**src/sv/rrts_pkg.sv**
```systemverilog
// Shared types, codes and constants of the round-robin thread scheduler.
`default_nettype none

package rrts_pkg;

  localparam int SLOT_W     = 4;
  localparam int PRIO_W     = 8;
  localparam int OP_W       = 3;
  localparam int BST_W      = 2;
  localparam int ERR_W      = 2;
  localparam int STAT_W     = 3;
  localparam int CFG_IDX_W  = 1;
  localparam int CFG_DATA_W = 8;
  localparam int DQ_CMD_W   = 3;

  // opcodes
  localparam logic [OP_W-1:0] OP_START   = 3'd0;
  localparam logic [OP_W-1:0] OP_PREEMPT = 3'd1;
  localparam logic [OP_W-1:0] OP_YIELD   = 3'd2;
  localparam logic [OP_W-1:0] OP_BLOCK   = 3'd3;
  localparam logic [OP_W-1:0] OP_UNBLOCK = 3'd4;
  localparam logic [OP_W-1:0] OP_EXIT    = 3'd5;

  // slot status codes
  localparam logic [STAT_W-1:0] ST_EMPTY   = 3'd0;
  localparam logic [STAT_W-1:0] ST_RUNNING = 3'd1;
  localparam logic [STAT_W-1:0] ST_READY   = 3'd2;
  localparam logic [STAT_W-1:0] ST_BLOCKED = 3'd3;
  localparam logic [STAT_W-1:0] ST_WAITING = 3'd4;
  localparam logic [STAT_W-1:0] ST_HANGING = 3'd5;
  localparam logic [STAT_W-1:0] ST_DIED    = 3'd6;

  // error codes
  localparam logic [ERR_W-1:0] ERR_OK        = 2'd0;
  localparam logic [ERR_W-1:0] ERR_BAD_STATE = 2'd1;
  localparam logic [ERR_W-1:0] ERR_FULL      = 2'd2;
  localparam logic [ERR_W-1:0] ERR_NO_RUN    = 2'd3;

  // highest legal block status (hanging)
  localparam logic [BST_W-1:0] BST_MAX = 2'd2;

  // configuration register indexes
  localparam logic [CFG_IDX_W-1:0] CFG_IDLE_SLOT = 1'd0;
  localparam logic [CFG_IDX_W-1:0] CFG_MAIN_PRIO = 1'd1;

  localparam logic [SLOT_W-1:0] IDLE_SLOT_RST = 4'd1;
  localparam logic [PRIO_W-1:0] MAIN_PRIO_RST = 8'd31;

  // deque cell commands
  localparam logic [DQ_CMD_W-1:0] DQ_HOLD      = 3'd0;
  localparam logic [DQ_CMD_W-1:0] DQ_PUSH_TAIL = 3'd1;
  localparam logic [DQ_CMD_W-1:0] DQ_PUSH_HEAD = 3'd2;
  localparam logic [DQ_CMD_W-1:0] DQ_POP       = 3'd3;
  localparam logic [DQ_CMD_W-1:0] DQ_MARK      = 3'd4;
  localparam logic [DQ_CMD_W-1:0] DQ_BUBBLE    = 3'd5;
  localparam logic [DQ_CMD_W-1:0] DQ_CLEAR     = 3'd6;

  typedef struct packed {
    logic [DQ_CMD_W-1:0] cmd;
    logic [SLOT_W-1:0]   value;
  } dq_ctrl_t;

  function automatic logic can_unblock(input logic [STAT_W-1:0] st);
    return (st == ST_BLOCKED) || (st == ST_WAITING) || (st == ST_HANGING);
  endfunction

endpackage

`default_nettype wire

```
**src/sv/rrts_if.sv**
```systemverilog
// Handshake channel interfaces: command, result and configuration write.
`default_nettype none

interface rrts_cmd_if;
  logic                          valid;
  logic                          ready;
  logic [rrts_pkg::OP_W-1:0]     opcode;
  logic [rrts_pkg::SLOT_W-1:0]   thread_slot;
  logic [rrts_pkg::PRIO_W-1:0]   priority_req;
  logic [rrts_pkg::BST_W-1:0]    block_status;
  logic                          reschedule;

  modport source (output valid, opcode, thread_slot, priority_req, block_status, reschedule,
                  input ready);
  modport sink   (input valid, opcode, thread_slot, priority_req, block_status, reschedule,
                  output ready);
endinterface

interface rrts_res_if;
  logic                          valid;
  logic                          ready;
  logic [rrts_pkg::SLOT_W-1:0]   running_now;
  logic                          switched;
  logic [rrts_pkg::PRIO_W-1:0]   slice_ticks;
  logic [rrts_pkg::ERR_W-1:0]    error_code;

  modport source (output valid, running_now, switched, slice_ticks, error_code,
                  input ready);
  modport sink   (input valid, running_now, switched, slice_ticks, error_code,
                  output ready);
endinterface

interface rrts_cfg_if;
  logic                              valid;
  logic                              ready;
  logic [rrts_pkg::CFG_IDX_W-1:0]    index;
  logic [rrts_pkg::CFG_DATA_W-1:0]   data;

  modport source (output valid, index, data, input ready);
  modport sink   (input valid, index, data, output ready);
endinterface

`default_nettype wire

```
**src/sv/rrts_cell.sv**
```systemverilog
// One position of the ready deque: holds a slot number and a removal hole flag.
`default_nettype none

module rrts_cell #(
  parameter int DEPTH = 16,
  parameter int INDEX = 0
) (
  input  wire logic                            clk,
  input  wire logic                            rst,
  input  wire rrts_pkg::dq_ctrl_t              ctrl,
  input  wire logic [$clog2(DEPTH+1)-1:0]      count,
  input  wire logic [rrts_pkg::SLOT_W-1:0]     left_entry,
  input  wire logic [rrts_pkg::SLOT_W-1:0]     right_entry,
  input  wire logic                            left_hole,
  output logic [rrts_pkg::SLOT_W-1:0]          entry,
  output logic                                 hole,
  output logic                                 tail_hole
);

  localparam int CNT_W = $clog2(DEPTH+1);
  localparam logic [CNT_W-1:0] POS      = CNT_W'(INDEX);
  localparam logic [CNT_W-1:0] POS_NEXT = CNT_W'(INDEX + 1);

  logic occupied;

  assign occupied  = POS < count;
  assign tail_hole = hole && (POS_NEXT == count);

  // entry: no reset, positions at or past count are never looked at
  always_ff @(posedge clk) begin
    unique case (ctrl.cmd)
      rrts_pkg::DQ_PUSH_TAIL: begin
        if (POS == count) begin
          entry <= ctrl.value;
        end
      end
      rrts_pkg::DQ_PUSH_HEAD: entry <= left_entry;
      rrts_pkg::DQ_POP:       entry <= right_entry;
      rrts_pkg::DQ_BUBBLE: begin
        if (hole) begin
          entry <= right_entry;
        end
      end
      default: ;
    endcase
  end

  // hole marks the removed entry; it walks toward the tail one cell a cycle
  always_ff @(posedge clk) begin
    if (rst) begin
      hole <= 1'b0;
    end else begin
      unique case (ctrl.cmd)
        rrts_pkg::DQ_MARK:   hole <= occupied && (entry == ctrl.value);
        rrts_pkg::DQ_BUBBLE: hole <= left_hole;
        rrts_pkg::DQ_CLEAR:  hole <= 1'b0;
        default: ;
      endcase
    end
  end

endmodule

`default_nettype wire

```
**src/sv/rrts_deque.sv**
```systemverilog
// Ready deque built as a row of shifting cells, with its fill count.
`default_nettype none

module rrts_deque #(
  parameter int DEPTH = 16
) (
  input  wire logic                          clk,
  input  wire logic                          rst,
  input  wire rrts_pkg::dq_ctrl_t            ctrl,
  output logic [rrts_pkg::SLOT_W-1:0]        head,
  output logic                               full,
  output logic                               empty,
  output logic                               tail_hole,
  output logic                               any_hole
);

  localparam int CNT_W = $clog2(DEPTH+1);

  logic [CNT_W-1:0]          count;
  logic [rrts_pkg::SLOT_W-1:0] ent [DEPTH];
  logic [DEPTH-1:0]          holes;
  logic [DEPTH-1:0]          tails;

  for (genvar i = 0; i < DEPTH; i++) begin : g_cell
    logic [rrts_pkg::SLOT_W-1:0] left_e;
    logic [rrts_pkg::SLOT_W-1:0] right_e;
    logic                        left_h;

    if (i == 0) begin : g_first
      // push at the head feeds the new slot in from the left edge
      assign left_e = ctrl.value;
      assign left_h = 1'b0;
    end else begin : g_rest
      assign left_e = ent[i-1];
      assign left_h = holes[i-1];
    end

    if (i == DEPTH - 1) begin : g_last
      assign right_e = ent[i];
    end else begin : g_inner
      assign right_e = ent[i+1];
    end

    rrts_cell #(
      .DEPTH (DEPTH),
      .INDEX (i)
    ) u_cell (
      .clk         (clk),
      .rst         (rst),
      .ctrl        (ctrl),
      .count       (count),
      .left_entry  (left_e),
      .right_entry (right_e),
      .left_hole   (left_h),
      .entry       (ent[i]),
      .hole        (holes[i]),
      .tail_hole   (tails[i])
    );
  end

  assign head      = ent[0];
  assign full      = count == CNT_W'(DEPTH);
  assign empty     = count == '0;
  assign any_hole  = |holes;
  assign tail_hole = |tails;

  always_ff @(posedge clk) begin
    if (rst) begin
      count <= '0;
    end else begin
      unique case (ctrl.cmd) inside
        rrts_pkg::DQ_PUSH_TAIL, rrts_pkg::DQ_PUSH_HEAD: count <= count + CNT_W'(1);
        rrts_pkg::DQ_POP, rrts_pkg::DQ_CLEAR:           count <= count - CNT_W'(1);
        default: ;
      endcase
    end
  end

endmodule

`default_nettype wire

```
**src/sv/round_robin_thread_scheduler.sv**
```systemverilog
// Top level of the round-robin thread scheduler: sequencer, slot tables, deque.
//
//   channel  dir  transfer payload
//   -------  ---  ------------------------------------------------------------
//   cmd      in   opcode, thread_slot, priority_req, block_status, reschedule
//   result   out  running_now, switched, slice_ticks, error_code
//   cfg      in   index (0 idle_slot, 1 main_priority), data
//
// One command at a time. Exit of a slot that sits in the ready deque first
// marks its entry, then bubbles the hole toward the tail past each deque
// entry behind it and drops it there.
// Sequencing is set by the status table's single registered read port, one
// lookup per step. Per-slot entries never written read their reset values
// through valid bits, so no clearing pass runs on reset. The result sits in
// an output register; a new command is taken while it waits, and only the
// next result's load stalls on result.ready.
`default_nettype none

module round_robin_thread_scheduler #(
  parameter int THREAD_SLOTS = 16
) (
  input  wire logic   clk,
  input  wire logic   rst,
  rrts_cmd_if.sink    cmd,
  rrts_res_if.source  result,
  rrts_cfg_if.sink    cfg
);

  localparam int IDX_W = $clog2(THREAD_SLOTS);
  localparam int SLOT_W = rrts_pkg::SLOT_W;
  localparam int PRIO_W = rrts_pkg::PRIO_W;
  localparam int STAT_W = rrts_pkg::STAT_W;
  localparam int ERR_W  = rrts_pkg::ERR_W;

  // sequencer phases
  localparam logic [3:0] PH_IDLE       = 4'd0;
  localparam logic [3:0] PH_CHECK      = 4'd1;
  localparam logic [3:0] PH_RESCHED_RD = 4'd2;
  localparam logic [3:0] PH_RESCHED    = 4'd3;
  localparam logic [3:0] PH_PICK       = 4'd4;
  localparam logic [3:0] PH_IDLE_CHK   = 4'd5;
  localparam logic [3:0] PH_COMPACT    = 4'd6;
  localparam logic [3:0] PH_FINISH     = 4'd7;
  localparam logic [3:0] PH_OUT        = 4'd8;

  logic [3:0] phase, phase_next;

  // latched command
  logic [rrts_pkg::OP_W-1:0]  op_q;
  logic [SLOT_W-1:0]          slot_q;
  logic [PRIO_W-1:0]          preq_q;
  logic [rrts_pkg::BST_W-1:0] bst_q;
  logic                       resched_q;

  logic [ERR_W-1:0]  err_q, err_next;
  logic              sw_q, sw_next;
  logic [SLOT_W-1:0] running_slot, running_next;
  logic [SLOT_W-1:0] idle_slot;

  // result register
  logic              out_valid;
  logic [SLOT_W-1:0] out_running;
  logic              out_switched;
  logic [PRIO_W-1:0] out_ticks;
  logic [ERR_W-1:0]  out_err;
  logic              out_load;

  // status table: one write, one registered read
  logic [STAT_W-1:0]       st_mem [THREAD_SLOTS];
  logic [THREAD_SLOTS-1:0] st_vld;
  logic                    st_we;
  logic [IDX_W-1:0]        st_waddr, st_raddr;
  logic [STAT_W-1:0]       st_wdata;
  logic [STAT_W-1:0]       st_rd_raw, st_rd;
  logic                    st_rd_vld, st_rd_zero;

  // priority table; the tick budget always equals the priority (reload on
  // every requeue, nothing counts down), so one table serves both
  logic [PRIO_W-1:0]       pr_mem [THREAD_SLOTS];
  logic [THREAD_SLOTS-1:0] pr_vld;
  logic                    pr_we, pr_we_start, cfg_prio_we;
  logic [IDX_W-1:0]        pr_waddr;
  logic [PRIO_W-1:0]       pr_wdata;
  logic [PRIO_W-1:0]       pr_rd_raw, pr_rd;
  logic                    pr_rd_vld, pr_rd_zero;

  rrts_pkg::dq_ctrl_t dq_ctrl;
  logic [SLOT_W-1:0]  dq_head;
  logic               dq_full, dq_empty, dq_tail_hole, dq_any_hole;

  logic             cmd_take;
  logic             slot_ok, idle_oob;
  logic [IDX_W-1:0] cur_idx, slot_idx, idle_idx;

  assign cmd.ready  = phase == PH_IDLE;
  assign cmd_take   = cmd.valid && cmd.ready;
  assign cfg.ready  = 1'b1;
  assign cfg_prio_we = cfg.valid && (cfg.index == rrts_pkg::CFG_MAIN_PRIO);

  assign cur_idx  = IDX_W'(running_slot);
  assign slot_idx = IDX_W'(slot_q);
  assign idle_idx = IDX_W'(idle_slot);
  assign slot_ok  = 32'(slot_q) < THREAD_SLOTS;
  assign idle_oob = 32'(idle_slot) >= THREAD_SLOTS;

  // unwritten entries: slot zero running with main priority, others empty
  assign st_rd = st_rd_vld ? st_rd_raw :
                 (st_rd_zero ? rrts_pkg::ST_RUNNING : rrts_pkg::ST_EMPTY);
  assign pr_rd = pr_rd_vld ? pr_rd_raw :
                 (pr_rd_zero ? rrts_pkg::MAIN_PRIO_RST : '0);

  rrts_deque #(
    .DEPTH (THREAD_SLOTS)
  ) u_deque (
    .clk       (clk),
    .rst       (rst),
    .ctrl      (dq_ctrl),
    .head      (dq_head),
    .full      (dq_full),
    .empty     (dq_empty),
    .tail_hole (dq_tail_hole),
    .any_hole  (dq_any_hole)
  );

  // ---------------------------------------------------------------------
  // Sequencer. Every status write lands at the end of its cycle; a status
  // read is always issued in a later cycle than any write it must observe.
  // ---------------------------------------------------------------------
  always_comb begin
    phase_next   = phase;
    dq_ctrl      = '{cmd: rrts_pkg::DQ_HOLD, value: '0};
    st_we        = 1'b0;
    st_waddr     = cur_idx;
    st_wdata     = rrts_pkg::ST_EMPTY;
    st_raddr     = cur_idx;
    pr_we_start  = 1'b0;
    running_next = running_slot;
    err_next     = err_q;
    sw_next      = sw_q;
    out_load     = 1'b0;

    unique case (phase)
      PH_IDLE: begin
        if (cmd.valid) begin
          err_next = rrts_pkg::ERR_OK;
          sw_next  = 1'b0;
          // look up the addressed slot, or the running one
          case (cmd.opcode) inside
            rrts_pkg::OP_START, rrts_pkg::OP_UNBLOCK, rrts_pkg::OP_EXIT:
              st_raddr = IDX_W'(cmd.thread_slot);
            default: st_raddr = cur_idx;
          endcase
          case (cmd.opcode) inside
            rrts_pkg::OP_PREEMPT: phase_next = PH_RESCHED;
            rrts_pkg::OP_START, rrts_pkg::OP_YIELD, rrts_pkg::OP_BLOCK,
            rrts_pkg::OP_UNBLOCK, rrts_pkg::OP_EXIT: phase_next = PH_CHECK;
            default: phase_next = PH_FINISH;   // unknown opcode: no effect
          endcase
        end
      end

      PH_CHECK: begin
        phase_next = PH_FINISH;
        case (op_q)
          rrts_pkg::OP_START: begin
            if (!slot_ok || !(st_rd == rrts_pkg::ST_EMPTY || st_rd == rrts_pkg::ST_DIED)) begin
              err_next = rrts_pkg::ERR_BAD_STATE;
            end else if (dq_full) begin
              err_next = rrts_pkg::ERR_FULL;
            end else begin
              dq_ctrl     = '{cmd: rrts_pkg::DQ_PUSH_TAIL, value: slot_q};
              st_we       = 1'b1;
              st_waddr    = slot_idx;
              st_wdata    = rrts_pkg::ST_READY;
              pr_we_start = 1'b1;
            end
          end
          rrts_pkg::OP_YIELD: begin
            if (st_rd != rrts_pkg::ST_RUNNING) begin
              err_next = rrts_pkg::ERR_BAD_STATE;
            end else if (dq_full) begin
              err_next = rrts_pkg::ERR_FULL;
            end else begin
              // queued as ready, so the reschedule skips the requeue
              dq_ctrl    = '{cmd: rrts_pkg::DQ_PUSH_TAIL, value: running_slot};
              st_we      = 1'b1;
              st_wdata   = rrts_pkg::ST_READY;
              phase_next = PH_PICK;
            end
          end
          rrts_pkg::OP_BLOCK: begin
            if (bst_q > rrts_pkg::BST_MAX || st_rd == rrts_pkg::ST_READY) begin
              err_next = rrts_pkg::ERR_BAD_STATE;
            end else begin
              st_we      = 1'b1;
              st_wdata   = rrts_pkg::ST_BLOCKED + STAT_W'(bst_q);
              phase_next = PH_PICK;
            end
          end
          rrts_pkg::OP_UNBLOCK: begin
            if (!slot_ok || !rrts_pkg::can_unblock(st_rd)) begin
              err_next = rrts_pkg::ERR_BAD_STATE;
            end else if (dq_full) begin
              err_next = rrts_pkg::ERR_FULL;
            end else begin
              dq_ctrl  = '{cmd: rrts_pkg::DQ_PUSH_HEAD, value: slot_q};
              st_we    = 1'b1;
              st_waddr = slot_idx;
              st_wdata = rrts_pkg::ST_READY;
            end
          end
          rrts_pkg::OP_EXIT: begin
            if (!slot_ok) begin
              err_next = rrts_pkg::ERR_BAD_STATE;
            end else begin
              st_we    = 1'b1;
              st_waddr = slot_idx;
              st_wdata = rrts_pkg::ST_DIED;
              if (st_rd == rrts_pkg::ST_READY) begin
                // mark its deque entry, then close the gap
                dq_ctrl    = '{cmd: rrts_pkg::DQ_MARK, value: slot_q};
                phase_next = PH_COMPACT;
              end else if (resched_q) begin
                phase_next = PH_RESCHED_RD;
              end
            end
          end
          default: ;
        endcase
      end

      PH_RESCHED_RD: begin
        st_raddr   = cur_idx;
        phase_next = PH_RESCHED;
      end

      PH_RESCHED: begin
        phase_next = PH_PICK;
        if (st_rd == rrts_pkg::ST_RUNNING) begin
          if (dq_full) begin
            err_next   = rrts_pkg::ERR_FULL;
            phase_next = PH_FINISH;
          end else begin
            dq_ctrl  = '{cmd: rrts_pkg::DQ_PUSH_TAIL, value: running_slot};
            st_we    = 1'b1;
            st_wdata = rrts_pkg::ST_READY;
          end
        end
      end

      PH_PICK: begin
        if (dq_empty) begin
          if (idle_oob) begin
            err_next   = rrts_pkg::ERR_NO_RUN;
            phase_next = PH_FINISH;
          end else begin
            st_raddr   = idle_idx;
            phase_next = PH_IDLE_CHK;
          end
        end else begin
          dq_ctrl      = '{cmd: rrts_pkg::DQ_POP, value: '0};
          st_we        = 1'b1;
          st_waddr     = IDX_W'(dq_head);
          st_wdata     = rrts_pkg::ST_RUNNING;
          running_next = dq_head;
          sw_next      = 1'b1;
          phase_next   = PH_FINISH;
        end
      end

      PH_IDLE_CHK: begin
        // pushing the idle slot to an empty deque and popping it nets out
        // to running it directly
        phase_next = PH_FINISH;
        if (rrts_pkg::can_unblock(st_rd)) begin
          st_we        = 1'b1;
          st_waddr     = idle_idx;
          st_wdata     = rrts_pkg::ST_RUNNING;
          running_next = idle_slot;
          sw_next      = 1'b1;
        end else begin
          err_next = rrts_pkg::ERR_NO_RUN;
        end
      end

      PH_COMPACT: begin
        if (dq_tail_hole) begin
          dq_ctrl    = '{cmd: rrts_pkg::DQ_CLEAR, value: '0};
          phase_next = resched_q ? PH_RESCHED_RD : PH_FINISH;
        end else if (dq_any_hole) begin
          dq_ctrl = '{cmd: rrts_pkg::DQ_BUBBLE, value: '0};
        end else begin
          phase_next = resched_q ? PH_RESCHED_RD : PH_FINISH;
        end
      end

      // priority read of the running slot registers at the end of this cycle
      PH_FINISH: phase_next = PH_OUT;

      PH_OUT: begin
        if (!out_valid || result.ready) begin
          out_load   = 1'b1;
          phase_next = PH_IDLE;
        end
      end

      default: phase_next = PH_IDLE;
    endcase
  end

  // control registers
  always_ff @(posedge clk) begin
    if (rst) begin
      phase        <= PH_IDLE;
      running_slot <= '0;
      idle_slot    <= rrts_pkg::IDLE_SLOT_RST;
      st_vld       <= '0;
      pr_vld       <= '0;
      out_valid    <= 1'b0;
    end else begin
      phase        <= phase_next;
      running_slot <= running_next;
      if (cfg.valid && cfg.index == rrts_pkg::CFG_IDLE_SLOT) begin
        idle_slot <= cfg.data[SLOT_W-1:0];
      end
      if (st_we) begin
        st_vld[st_waddr] <= 1'b1;
      end
      if (pr_we) begin
        pr_vld[pr_waddr] <= 1'b1;
      end
      if (out_load) begin
        out_valid <= 1'b1;
      end else if (result.ready) begin
        out_valid <= 1'b0;
      end
    end
  end

  // command payload and per-command flags
  always_ff @(posedge clk) begin
    if (cmd_take) begin
      op_q      <= cmd.opcode;
      slot_q    <= cmd.thread_slot;
      preq_q    <= cmd.priority_req;
      bst_q     <= cmd.block_status;
      resched_q <= cmd.reschedule;
    end
    err_q <= err_next;
    sw_q  <= sw_next;
  end

  // status table
  always_ff @(posedge clk) begin
    if (st_we) begin
      st_mem[st_waddr] <= st_wdata;
    end
    st_rd_raw  <= st_mem[st_raddr];
    st_rd_vld  <= st_vld[st_raddr];
    st_rd_zero <= st_raddr == '0;
  end

  // priority table; a main_priority write presets slot zero
  assign pr_we    = pr_we_start || cfg_prio_we;
  assign pr_waddr = cfg_prio_we ? '0 : slot_idx;
  assign pr_wdata = cfg_prio_we ? cfg.data[PRIO_W-1:0] : preq_q;

  always_ff @(posedge clk) begin
    if (pr_we) begin
      pr_mem[pr_waddr] <= pr_wdata;
    end
    pr_rd_raw  <= pr_mem[cur_idx];
    pr_rd_vld  <= pr_vld[cur_idx];
    pr_rd_zero <= cur_idx == '0;
  end

  // result register
  always_ff @(posedge clk) begin
    if (out_load) begin
      out_running  <= running_slot;
      out_switched <= sw_q;
      out_ticks    <= pr_rd;
      out_err      <= err_q;
    end
  end

  assign result.valid       = out_valid;
  assign result.running_now = out_running;
  assign result.switched    = out_switched;
  assign result.slice_ticks = out_ticks;
  assign result.error_code  = out_err;

endmodule

`default_nettype wire
```
**src/flat_wrapper.sv**
```systemverilog
// flat-port wrapper written by rule: the top's interface ports become plain ports
module round_robin_thread_scheduler_flat 
#(
  parameter int THREAD_SLOTS = 16
)
  (clk, rst, cmd_valid, cmd_opcode, cmd_thread_slot, cmd_priority_req, cmd_block_status, cmd_reschedule, cmd_ready, result_valid, result_running_now, result_switched, result_slice_ticks, result_error_code, result_ready, cfg_valid, cfg_index, cfg_data, cfg_ready);
  rrts_cmd_if cmd_i ();
  rrts_res_if result_i ();
  rrts_cfg_if cfg_i ();
  input  wire logic clk;
  input  wire logic rst;
  input wire logic [$bits(cmd_i.valid)-1:0] cmd_valid;
  input wire logic [$bits(cmd_i.opcode)-1:0] cmd_opcode;
  input wire logic [$bits(cmd_i.thread_slot)-1:0] cmd_thread_slot;
  input wire logic [$bits(cmd_i.priority_req)-1:0] cmd_priority_req;
  input wire logic [$bits(cmd_i.block_status)-1:0] cmd_block_status;
  input wire logic [$bits(cmd_i.reschedule)-1:0] cmd_reschedule;
  output wire logic [$bits(cmd_i.ready)-1:0] cmd_ready;
  output wire logic [$bits(result_i.valid)-1:0] result_valid;
  output wire logic [$bits(result_i.running_now)-1:0] result_running_now;
  output wire logic [$bits(result_i.switched)-1:0] result_switched;
  output wire logic [$bits(result_i.slice_ticks)-1:0] result_slice_ticks;
  output wire logic [$bits(result_i.error_code)-1:0] result_error_code;
  input wire logic [$bits(result_i.ready)-1:0] result_ready;
  input wire logic [$bits(cfg_i.valid)-1:0] cfg_valid;
  input wire logic [$bits(cfg_i.index)-1:0] cfg_index;
  input wire logic [$bits(cfg_i.data)-1:0] cfg_data;
  output wire logic [$bits(cfg_i.ready)-1:0] cfg_ready;
  assign cmd_i.valid = cmd_valid;
  assign cmd_i.opcode = cmd_opcode;
  assign cmd_i.thread_slot = cmd_thread_slot;
  assign cmd_i.priority_req = cmd_priority_req;
  assign cmd_i.block_status = cmd_block_status;
  assign cmd_i.reschedule = cmd_reschedule;
  assign cmd_ready = cmd_i.ready;
  assign result_valid = result_i.valid;
  assign result_running_now = result_i.running_now;
  assign result_switched = result_i.switched;
  assign result_slice_ticks = result_i.slice_ticks;
  assign result_error_code = result_i.error_code;
  assign result_i.ready = result_ready;
  assign cfg_i.valid = cfg_valid;
  assign cfg_i.index = cfg_index;
  assign cfg_i.data = cfg_data;
  assign cfg_ready = cfg_i.ready;
  round_robin_thread_scheduler #(.THREAD_SLOTS(THREAD_SLOTS)) u_core (.clk(clk), .rst(rst), .cmd(cmd_i), .result(result_i), .cfg(cfg_i));
endmodule
```
**config.mk**
```make
export PLATFORM = sky130hd
export DESIGN_NAME = round_robin_thread_scheduler_flat
export DESIGN_NICKNAME = d
export VERILOG_FILES = /design/src/sv/rrts_pkg.sv /design/src/sv/rrts_if.sv /design/src/sv/rrts_cell.sv /design/src/sv/rrts_deque.sv /design/src/sv/round_robin_thread_scheduler.sv /design/src/flat_wrapper.sv
export SDC_FILE = /design/constraint.sdc
export NUM_CORES = 1
export LEC_CHECK = 0
export BUFFER_PORTS_ARGS = -buffer_cell sky130_fd_sc_hd__buf_4
export CAP_MARGIN = 20
export CORE_MARGIN = 4
export CORE_UTILIZATION = 62
export DETAILED_ROUTE_END_ITERATION = 8
export HOLD_SLACK_MARGIN = 0.05
export PLACE_DENSITY = 0.87
export SLEW_MARGIN = 20
export SYNTH_ARGS = -nofsm -noshare
export SYNTH_HDL_FRONTEND = slang
export SYNTH_SLANG_ARGS = --single-unit
```
**constraint.sdc**
```tcl
create_clock -name clk -period 4.1 [get_ports clk]
set_input_delay 1.025 -clock clk [delete_from_list [all_inputs] [get_ports clk]]
set_output_delay 1.025 -clock clk [all_outputs]
set_load 0.02 [all_outputs]
```
==> metrics.yaml <==
syn_area_um2: 17100
start_util_pct: 63.3
rr_endpoint: "u_core.u_deque.g_cell[3].u_cell.entry[1]"
synth_seq_cells: 357
pwr-share-clk_pct: 31.8
worst_pin_slew_ps: 982
p_sw_mw: 3.51
worstPathCellList: "inv_1, ha_1, and4b_1, a221o_1, or4_4, or2_1, o21ai_4, nor2_2, nor3_1"
io-pin-count: 50
root_buffer: "clkbuf_16"
synthToLayoutAreaGrowth_pct: 11.7
grt_pass1_vias: 12600
synth_fa_ha_area_share_pct: 0.512
wl_per_cell_um: 24.4
clk_latency_ps: 550
outcome: "finished, final reports clean"
rsz0062_at_grt: "false"
whs_path_depth: 2
period_needed_ps: 3630
slowest_stage: "nor3_1"
synth_top_family_by_area: "simple AND/OR/NAND/NOR gates"
holdPathEnd: "u_core.pr_vld[0]"
gp_congestion: 1.01
drc: 0
synth_cells: 1515
worstReg2RegStart: "u_core.u_deque.count[0]"
p_per_area_nw_per_um2: 563
power.leakage_nw: 6.57
die_w_um: 174
nets: 1600
grt_pass1_wl_mm: 72.4
fin_util_pct: 70.7
post_cts_buffers: 0
vias_per_cell: 6.82
yosys.area_share.simple_pct: 15.0
arrival_ps: 3810
intPower_mw: 7.24
synth.lib_cells_used.distinct: 101
reg2reg_slack_ps: 470
dr.pass1.iters: 6
cts_tree: "built"
critPathCaptureType: "register"
synth_xor_area_share_pct: 2.10
seqPwrFrac_pct: 44.8
skew_ps: 20.0
synth_compound_area_share_pct: 15.0
dpl.hpwl_mm: 31.1
hp-start: "u_core.pr_vld[0]"
fp.dieH_um: 174
rows: 60
drt_iter0_drc: 2198
gr-total-overflow: 0
tns_ps: 0
muxShareOfSynthArea_pct: 6.29
h-tree-depth: 2
cts.clk_slew.worst_paths_ps: 60
switching_share_pct: 32.6
drt-total-wl_mm: 47.1
syn-mean-instance-area_um2: 11.3
cp.required_ps: 4270
setup_viol: 0
max_cap_viol_count: 0
max_stage_delay_ps: 570
worstSetupPathType: "reg2reg"
async_reset_ff_share_pct: 0
cts_made_buffers: 37
fillers: 1841
synth_edf_count: 276
ys_warn_count: 0
relSlewSlack_pct: 34.0
final_max_slew_viol_count: 0
grt_max_degree: 76
hold_class: "reg2reg"
port_buffers: 48
clock-sinks: 357
drive_gt1_share_pct: 15.0
fp.coreArea_um2: 27000
critPathTopFamily: "simple AND/OR/NAND/NOR gates"
grt_use_total_pct: 30.2
synth_flop_cell: "edfxtp_1"
cts_hold_buf: 0
timing.fmax_mhz: 275
whs_ps: 475
synth.yosys.seq_area_share_pct: 57.9
critPathBufInv: 1
hold_viol: 0
antenna_found_initial: 0
post_cts_resized: 0
ir_drop_v: 0.000315
die-area_um2: 30300
comb_power_share_pct: 23.5
cts.path.max_buffers: 3
fin_crit_sh_pct: 88.6
total_power_mw: 10.7
vias: 13200
postRouteAntennaNets: 0
diodes: 0
worstPathMaxFanout: 15
r2r_cells: 9
syn-num-nets: 1554
crit_path_start_kind: "register"
per-layer routing:
| layer | part of all wire (%) | vias up | GRT usage, % |
|---|---|---|---|
| li1 | - | 5773 | - |
| met1 | 38 | 6290 | 41.1 |
| met2 | 48 | 934 | 50.5 |
| met3 | 11 | 169 | 4.46 |
| met4 | 3.5 | 0 | 9.83 |
| met5 | 0 | - | 0 |
through the flow:
stage / setup slack [ps] / cells / area, um^2
after floorplan: 527 / 1515 / 17100
final: 466 / 1931 / 19100
after CTS: 503 / 1931 / 19100
after detailed placement: 530 / 1863 / 17900
after global placement: 714 / 1863 / 17900
after global routing: 286 / 1931 / 19100
synth_stat cells, types with 10 or more instances:
cell type / instances / area share, %
edfxtp_1: 276 / 48
nor2_1: 234 / 5.1
nand2_1: 149 / 3.3
o21ai_0: 89 / 2.6
dfxtp_1: 81 / 9.5
a21oi_1: 59 / 1.7
mux2i_1: 58 / 3.4
clkbuf_1: 51 / 1.1
a22oi_1: 35 / 1.5
buf_2: 29 / 0.85
o22ai_1: 27 / 0.99
inv_1: 25 / 0.55
nor3_1: 23 / 0.67
xor2_1: 23 / 1.2
a221oi_1: 21 / 1.1
nand2b_1: 19 / 0.69
mux4_2: 18 / 2.4
xnor2_1: 18 / 0.92
nand3_1: 17 / 0.50
o31ai_1: 12 / 0.53
o211ai_1: 10 / 0.44
how the worst max path moves through the flow:
stage / start / to / depth (start not counted)
5_1_grt: u_core.u_deque.count[0] / u_core.u_deque.g_cell[14].u_cell.entry[3] / 9
3_5_place_dp: u_core.u_deque.count[0] / u_core.u_deque.g_cell[3].u_cell.entry[3] / 9
6_report: u_core.u_deque.count[0] / u_core.u_deque.g_cell[3].u_cell.entry[1] / 9
2_1_floorplan: u_core.u_deque.count[1] / u_core.u_deque.g_cell[3].u_cell.entry[0] / 12
3_3_place_gp: u_core.u_deque.count[0] / u_core.u_deque.g_cell[6].u_cell.entry[2] / 9
4_1_cts: u_core.u_deque.count[0] / u_core.u_deque.g_cell[3].u_cell.entry[3] / 9
power groups by stage:
stage	logic [mW]	clock network [mW]	registers, mW
finish	2.52	3.41	4.81
global route	2.70	3.60	4.84
CTS	2.46	3.42	4.79
detailed placement	2.43	0	4.86
global placement	2.36	0	4.85
floorplan	1.91	0	4.61
state kept, by name, summed over array words and instances (netlist names), 2 cells and up:
| name | flops |
|---|---|
| u_core.bst_q | 2 |
| u_core.cur_idx | 4 |
| u_core.err_q | 2 |
| u_core.idle_idx | 4 |
| u_core.op_q | 3 |
| u_core.phase | 4 |
| u_core.pr_mem | 128 |
| u_core.pr_rd_raw | 8 |
| u_core.pr_vld | 16 |
| u_core.preq_q | 8 |
| u_core.result.error_code | 2 |
| u_core.result.running_now | 4 |
| u_core.result.slice_ticks | 8 |
| u_core.slot_idx | 4 |
| u_core.st_mem | 48 |
| u_core.st_rd_raw | 3 |
| u_core.st_vld | 16 |
| u_core.u_deque.count | 5 |
| u_core.u_deque.g_cell.u_cell.entry | 64 |
| u_core.u_deque.g_cell.u_cell.hole | 16 |
placed cells by master (no fill, tap or decap), drive strengths merged, types with 8 or more instances in the layout:
master / count
mux2: 8
nand3: 17
and2: 9
nand2b: 19
mux4: 18
mux2i: 58
inv: 26
dfxtp: 81
xor2: 23
nor4: 10
o211ai: 11
or3: 9
buf: 101
clkbuf: 50
a221oi: 23
xnor2: 18
a21oi: 59
a211oi: 11
o21ai: 98
o22ai: 28
nor3: 30
o21ba: 9
a31oi: 9
clkinv: 13
o31ai: 13
nor2: 239
nor2b: 8
edfxtp: 276
a22oi: 36
nand2: 149
cell families (layout without fill, tap and decap cells):
logic type	count (synthesis)	in the layout
flip-flops	357	357
buffers and inverters	119	194
AND/OR/NAND/NOR	540	540
adder cells (fa/ha/maj)	7	7
other	1	1
XOR/XNOR	41	41
multiplexers	84	84
AO/OA/AOI/OAI	366	366
layout make-up:
type	instances	area, um^2	area share (%)
clock buffers	50	1020	5.36
clock inverters	18	225	1.18
inverters	25	93.8	0.491
multi-input cells	1039	6670	34.9
flip-flops and latches	357	9910	51.9
well taps	341	427	2.23
repair buffers	101	758	3.97
worst register-to-register path, stage by stage, from the launching register on:
cell	delay, ps
dfxtp_1	530
inv_1	180
ha_1	290
and4b_1	240
a221o_1	350
or4_4	540
or2_1	280
o21ai_4	80
nor2_2	190
nor3_1	590
No activity file was read; power rests on OpenSTA's default activity.
